==> src/design/bir_pkg.sv <==
// bir_pkg: shared constants and types of the bilinear image resizer
`timescale 1ns / 1ps

package bir_pkg;

	localparam int MAX_WIDTH  = 512;
	localparam int MAX_HEIGHT = 512;
	localparam int MAX_DIM    = (MAX_WIDTH > MAX_HEIGHT) ? MAX_WIDTH : MAX_HEIGHT;

	localparam int CFG_W   = 10;
	localparam int COORD_W = 9;
	localparam int PIX_W   = 8;
	localparam int FRAC_W  = 8;

	localparam int SZ_W   = $clog2(MAX_DIM + 1);
	localparam int CMP_W  = (CFG_W > SZ_W) ? CFG_W : SZ_W;
	localparam int DEN_W  = CFG_W;
	localparam int PROD_W = COORD_W + SZ_W;
	localparam int NUM_W  = PROD_W + FRAC_W;
	localparam int INT_W  = NUM_W - FRAC_W;

	localparam int XW = (MAX_WIDTH > 2) ? $clog2(MAX_WIDTH) : 1;
	localparam int YW = (MAX_HEIGHT > 2) ? $clog2(MAX_HEIGHT) : 1;

	localparam int HALF_W     = (MAX_WIDTH + 1) / 2;
	localparam int HALF_H     = (MAX_HEIGHT + 1) / 2;
	localparam int BANK_DEPTH = HALF_W * HALF_H;
	localparam int BANK_AW    = (BANK_DEPTH > 1) ? $clog2(BANK_DEPTH) : 1;
	localparam int BANKS      = 4;

	localparam int BLEND_W = PIX_W + FRAC_W;
	localparam int ACC_W   = BLEND_W + FRAC_W;

	localparam int PADDR_W = 4;
	localparam int DATA_W  = 32;

	localparam logic [CFG_W-1:0]  DIM_RESET = CFG_W'(512);
	localparam logic [FRAC_W:0]   W_ONE     = (FRAC_W + 1)'(1) << FRAC_W;
	localparam logic [ACC_W:0]    ROUND_ADD = (ACC_W + 1)'(1) << (2 * FRAC_W - 1);
	localparam logic [PIX_W-1:0]  PIX_MAX   = '1;

	typedef enum logic {
		ACT_WRITE = 1'b0,
		ACT_QUERY = 1'b1
	} action_t;

	typedef enum logic [1:0] {
		REG_SRC_W = 2'd0,
		REG_SRC_H = 2'd1,
		REG_DST_W = 2'd2,
		REG_DST_H = 2'd3
	} reg_t;

	typedef struct packed {
		action_t             action;
		logic [COORD_W-1:0]  column;
		logic [COORD_W-1:0]  row;
		logic [PIX_W-1:0]    pixel_in;
	} item_t;

	typedef struct packed {
		logic [SZ_W-1:0]  sw;
		logic [SZ_W-1:0]  sh;
		logic [DEN_W-1:0] tw;
		logic [DEN_W-1:0] th;
	} dims_t;

endpackage

==> src/design/bir_map.sv <==
// bir_map: coordinate scaling multiply and pipelined restoring divider for x and y
`timescale 1ns / 1ps

module bir_map (
	input  logic                        clk,
	input  logic                        arst_n,
	input  logic                        en,
	input  logic                        in_valid,
	input  bir_pkg::item_t              in_item,
	input  bir_pkg::dims_t              dims,
	output logic                        out_valid,
	output bir_pkg::item_t              out_item,
	output logic [bir_pkg::NUM_W-1:0]   qx,
	output logic [bir_pkg::NUM_W-1:0]   qy
);
	import bir_pkg::*;

	logic [PROD_W-1:0] xprod;
	logic [PROD_W-1:0] yprod;

	logic              v_s    [NUM_W+1];
	item_t             item_s [NUM_W+1];
	logic [NUM_W-1:0]  xnum_s [NUM_W];
	logic [NUM_W-1:0]  ynum_s [NUM_W];
	logic [DEN_W-1:0]  xrem_s [NUM_W];
	logic [DEN_W-1:0]  yrem_s [NUM_W];
	logic [NUM_W-1:0]  xquo_s [NUM_W+1];
	logic [NUM_W-1:0]  yquo_s [NUM_W+1];

	assign xprod = PROD_W'(in_item.column) * PROD_W'(dims.sw);
	assign yprod = PROD_W'(in_item.row) * PROD_W'(dims.sh);

	// stage 0: scaled numerators
	always_ff @(posedge clk or negedge arst_n) begin
		if (!arst_n) begin
			v_s[0] <= 1'b0;
		end else if (en) begin
			v_s[0] <= in_valid;
		end
	end

	always_ff @(posedge clk) begin
		if (en) begin
			item_s[0] <= in_item;
			xnum_s[0] <= {xprod, {FRAC_W{1'b0}}};
			ynum_s[0] <= {yprod, {FRAC_W{1'b0}}};
			xrem_s[0] <= '0;
			yrem_s[0] <= '0;
			xquo_s[0] <= '0;
			yquo_s[0] <= '0;
		end
	end

	// one quotient bit per stage, msb first
	for (genvar k = 0; k < NUM_W; k++) begin : g_div
		logic [DEN_W:0] xsh;
		logic [DEN_W:0] ysh;
		logic           xge;
		logic           yge;

		always_comb begin
			xsh = {xrem_s[k], xnum_s[k][NUM_W-1]};
			ysh = {yrem_s[k], ynum_s[k][NUM_W-1]};
			xge = xsh >= {1'b0, dims.tw};
			yge = ysh >= {1'b0, dims.th};
		end

		always_ff @(posedge clk or negedge arst_n) begin
			if (!arst_n) begin
				v_s[k+1] <= 1'b0;
			end else if (en) begin
				v_s[k+1] <= v_s[k];
			end
		end

		always_ff @(posedge clk) begin
			if (en) begin
				item_s[k+1] <= item_s[k];
				xquo_s[k+1] <= {xquo_s[k][NUM_W-2:0], xge};
				yquo_s[k+1] <= {yquo_s[k][NUM_W-2:0], yge};
			end
		end

		if (k < NUM_W - 1) begin : g_carry
			always_ff @(posedge clk) begin
				if (en) begin
					xnum_s[k+1] <= xnum_s[k] << 1;
					ynum_s[k+1] <= ynum_s[k] << 1;
					xrem_s[k+1] <= xge ? DEN_W'(xsh - {1'b0, dims.tw}) : DEN_W'(xsh);
					yrem_s[k+1] <= yge ? DEN_W'(ysh - {1'b0, dims.th}) : DEN_W'(ysh);
				end
			end
		end
	end

	assign out_valid = v_s[NUM_W];
	assign out_item  = item_s[NUM_W];
	assign qx        = xquo_s[NUM_W];
	assign qy        = yquo_s[NUM_W];

endmodule

==> config.mk <==
export PLATFORM = sky130hd
export DESIGN_NAME = bir_map
export DESIGN_NICKNAME = d
export VERILOG_FILES = /design/src/design/bir_pkg.sv /design/src/design/bir_map.sv
export SDC_FILE = /design/constraint.sdc
export NUM_CORES = 2
export LEC_CHECK = 0
export BUFFER_PORTS_ARGS = -buffer_cell sky130_fd_sc_hd__buf_2
export CAP_MARGIN = 0
export CORE_MARGIN = 8
export CORE_UTILIZATION = 45
export CTS_BUF_LIST = sky130_fd_sc_hd__clkbuf_2
export CTS_CLUSTER_DIAMETER = 150
export DETAILED_ROUTE_END_ITERATION = 7
export GPL_TIMING_DRIVEN = 0
export SETUP_SLACK_MARGIN = 0.5
export SYNTH_ARGS = -nofsm -noshare
export SYNTH_HDL_FRONTEND = slang
export SYNTH_MEMORY_MAX_BITS = 65536
export SYNTH_SLANG_ARGS = --single-unit
export TNS_END_PERCENT = 10
==> constraint.sdc <==
create_clock -name clk -period 2.5 [get_ports clk]
set_input_delay 0.125 -clock clk [delete_from_list [all_inputs] [get_ports clk]]
set_output_delay 0.125 -clock clk [all_outputs]
set_load 0.05 [all_outputs]
==> impl_metrics.ini <==
[floorplan]
die_h_um = 504.8
dieArea_mm2 = 0.2548
rows = 179
die_x_um = 504.8
initial_core_util_pct = 45.24
core_area_mm2 = 0.2376
io-pin-count = 153

[cts]
clk_latency_ns = 1.82
clockBufferDepth = 4
numCtsBuffers = 640
cts_root_buf = clkbuf_2
htreeDepth = 6
cts_num_sinks = 2440
tritoncts = yes
clkTransAtPathRegs_ns = 0.08

[power_and_ir_drop]
pwr_density_cell_mw_per_mm2 = 1057
power_frac_seq_pct = 43.0
p_leak_nw = 47.81
power_frac_comb_pct = 37.3
vdd_drop_max_uv = 501.8
sw_frac_of_total_pct = 33.22
power_frac_clock_pct = 19.8
p_sw_mw = 44.84
internal_power_mw = 90.13
total_power_mw = 135.0

[sta]
slew_headroom_pct = 13.15
clock_skew_ns = 0.1441
worst_pin_slew_ns = 1.300
setup_slack_ns = -0.5288
hold_viol_final = 107
setup_viol = 185
fmax_mhz = 330.2
period_minus_slack_ns = 3.029
rsz0062_at_grt = true
fin_crit_sh_pct = 121.2
drv_slew = 0
whs_ns = -1.477

[logic_synthesis]
synth_common_cells = edfxtp_1 (2412), ha_1 (600), inv_1 (413)
yosysMostFrequentCell = edfxtp_1
synth_seq_cells = 2440
synth_area_leader_cell = edfxtp_1
syn_area_per_cell_um2 = 15.51
ys_seq_area_share_pct = 68.02
async_flop_share_pct = 1.148
netlist_area_mm2 = 0.1075
yosysUniqueCellTypes = 79
synthesis.nets = 7766
synth-edff-count = 2412
synth_warnings = 0
synth_top_area_share_pct = 67.37
synth_area_leaders = edfxtp_1 (67%), ha_1 (7.0%), fa_1 (3.1%), mux2_2 (2.7%), a21oi_1 (1.7%)
synthCells = 6931
synth-main-ff-cell = edfxtp_1

[routing]
num_vias = 60820
drcViolationCount = 0
drtAntennaViolNets = 0
drt_wl_total_mm = 205.0
via_per_inst = 5.201
post_drt_wl_per_cell_um = 17.53
first_iter_violations = 3653
first_pass_iters = 5

[cells_and_area]
drive_above_1_share_pct = 25.54
areaGrowthSynthToFinish_pct = 18.76
fin_nets = 8934
final-instance-count-excl-fill = 11690
post-route-util_pct = 53.73

[critical_path]
startpoint_type = input port
worstSetupEndpointType = register
r2r-start = xnum_s[0][233]$_DFFE_PP_
critPathKind = input port to register
crit_start = in_item[18]
critical_path_required_ns = 3.94
worstPathArrival_ns = 4.47
worstPathMaxFanout = 7

[status]
violations = hold timing, setup timing
outcome = complete, but fails checks

[place]
dp_cells = 10260
place_congestion = 0.8144
io_buffers = 150
dpl.hpwl_mm = 113.4
place_ws_ns = -2.392

[hold_path]
hold_class = input port to register
worstHoldStart = in_item[8]

[grt]
antenna_found_initial = 7
grt_first_pass_wirelength_mm = 320.2
grt_max_degree = 187
track_usage_pct = 15.13
grt_overflow = 0
grt_pass1_vias = 62520

[run]
max-cap-violations = 0
[final timing paths]
path / end / slack, ns / cells past startpoint
setup / recovery: xnum_s[0][22]$_DFFE_PP_ / -0.53 / 18
hold / removal: item_s[0][8]$_DFFE_PP_ / -1.48 / 1
setup reg to reg: xrem_s[0][98]$_DFFE_PP_ / -0.14 / 9
hold reg to reg: item_s[5][22]$_DFFE_PP_ / 0.34 / 0
max in group asynchronous: v_s[22]$_DFFE_PN0P_ / 1.71 / 6
min in group asynchronous: v_s[23]$_DFFE_PN0P_ / 0.61 / 6
[flip-flops by register name (all words and copies together) (netlist names)]
name,count
yquo_s,378
ynum_s,190
xnum_s,190
item_s,756
xquo_s,378
xrem_s,260
out_valid,1
v_s,27
yrem_s,260
[layout make-up]
type / count / area (um^2)
Antenna cell: 11 / 27.53
Buffer: 97 / 1001
Multi-Input combinational cell: 3974 / 36000
Inverter: 421 / 1675
Sequential cell: 2440 / 73130
Tap cell: 3167 / 3963
Fill cell: 19460 / 110000
Clock inverter: 158 / 1061
Clock buffer: 900 / 4504
Timing Repair Buffer: 525 / 6312
[layer usage]
| layer | up-vias | GRT usage [%] | wire (um) |
|---|---|---|---|
| met3 | 552 | 3.792 | 11180 |
| li1 | 29180 | - | - |
| met4 | 6 | 6.173 | 6340 |
| met1 | 29530 | 20.20 | 93090 |
| met5 | - | 0 | 40 |
| met2 | 1549 | 23.81 | 94370 |
[power by group through the flow]
stage / registers [mW] / logic (mW) / clock network, mW
2_1_floorplan: 57.5 / 33.8 / 0
3_3_place_gp: 59.2 / 40.1 / 0
3_5_place_dp: 58.7 / 42.9 / 0
4_1_cts: 57.9 / 47.0 / 28.4
5_1_grt: 58.7 / 55.4 / 30.3
6_report: 58.0 / 50.3 / 26.7
[cell families after synthesis]
kind of cell | Yosys count | share of synthesized area, %
xor gates and xnor gates | 288 | 2.346
DFF | 2440 | 68.02
and+or+nand+nor | 1378 | 6.650
adders and majority gates | 764 | 10.04
AOI/OAI and AO/OA | 1222 | 7.603
buffers and inverters | 518 | 2.032
muxes | 321 | 3.306
[worst max-delay path, stage by stage]
cell           delay [ns]
buf_2                0.07
dlygate4sd3_1        0.61
buf_8                0.14
nand2_2              0.06
fa_2                 0.55
inv_2                0.04
fa_1                 0.47
fa_1                 0.49
inv_1                0.05
fa_1                 0.52
inv_2                0.05
ha_4                 0.16
or2_4                0.24
a22o_1               0.22
o21a_1               0.17
a211o_1              0.24
a21oi_2              0.14
xnor2_1              0.11
[placed cells by master, fill, tap and decap left out, types with 43 or more instances in the layout]
| cell | synthesis | layout |
|---|---|---|
| clkbuf_2 | 0 | 904 |
| buf_16 | 0 | 49 |
| inv_1 | 413 | 373 |
| o21a_1 | 147 | 146 |
| ha_4 | 0 | 82 |
| o31a_1 | 59 | 59 |
| xnor2_1 | 204 | 201 |
| mux2_4 | 0 | 77 |
| nor2b_1 | 135 | 126 |
| mux2i_1 | 48 | 47 |
| nand4_1 | 49 | 49 |
| mux2_2 | 261 | 185 |
| dlygate4sd3_1 | 0 | 253 |
| a21oi_1 | 371 | 326 |
| ha_1 | 600 | 490 |
| nor2_1 | 390 | 378 |
| and2_1 | 123 | 114 |
| nand2b_1 | 64 | 64 |
| edfxtp_1 | 2412 | 2412 |
| buf_6 | 0 | 115 |
| nand2_1 | 195 | 161 |
| o21ai_0 | 174 | 143 |
| a21o_1 | 43 | 43 |
| clkinv_1 | 0 | 106 |
| fa_1 | 164 | 143 |
| nand3_1 | 100 | 91 |
| xor2_1 | 84 | 83 |
| buf_4 | 56 | 82 |
| nor3_1 | 174 | 134 |
[stage by stage]
stage | cell area, um^2 | setup TNS (ns)
CTS | 124900 | -99.15
floorplan | 108600 | -33.91
global route | 127700 | -35.95
global placement | 113400 | -
finish | 127700 | -17.16
detailed placement | 113800 | -1958.66
[repair_timing]
action | in CTS | in global routing
pin swaps | 130 | 145
buffers inserted | 6 | 26
cloned | 1 | 13
hold endpoints to repair | 2191 | 392
gates resized for setup | 523 | 401
hold buffers | 271 | 63
setup endpoints to repair | 811 | 1355
(Power assumes the default switching activity.)
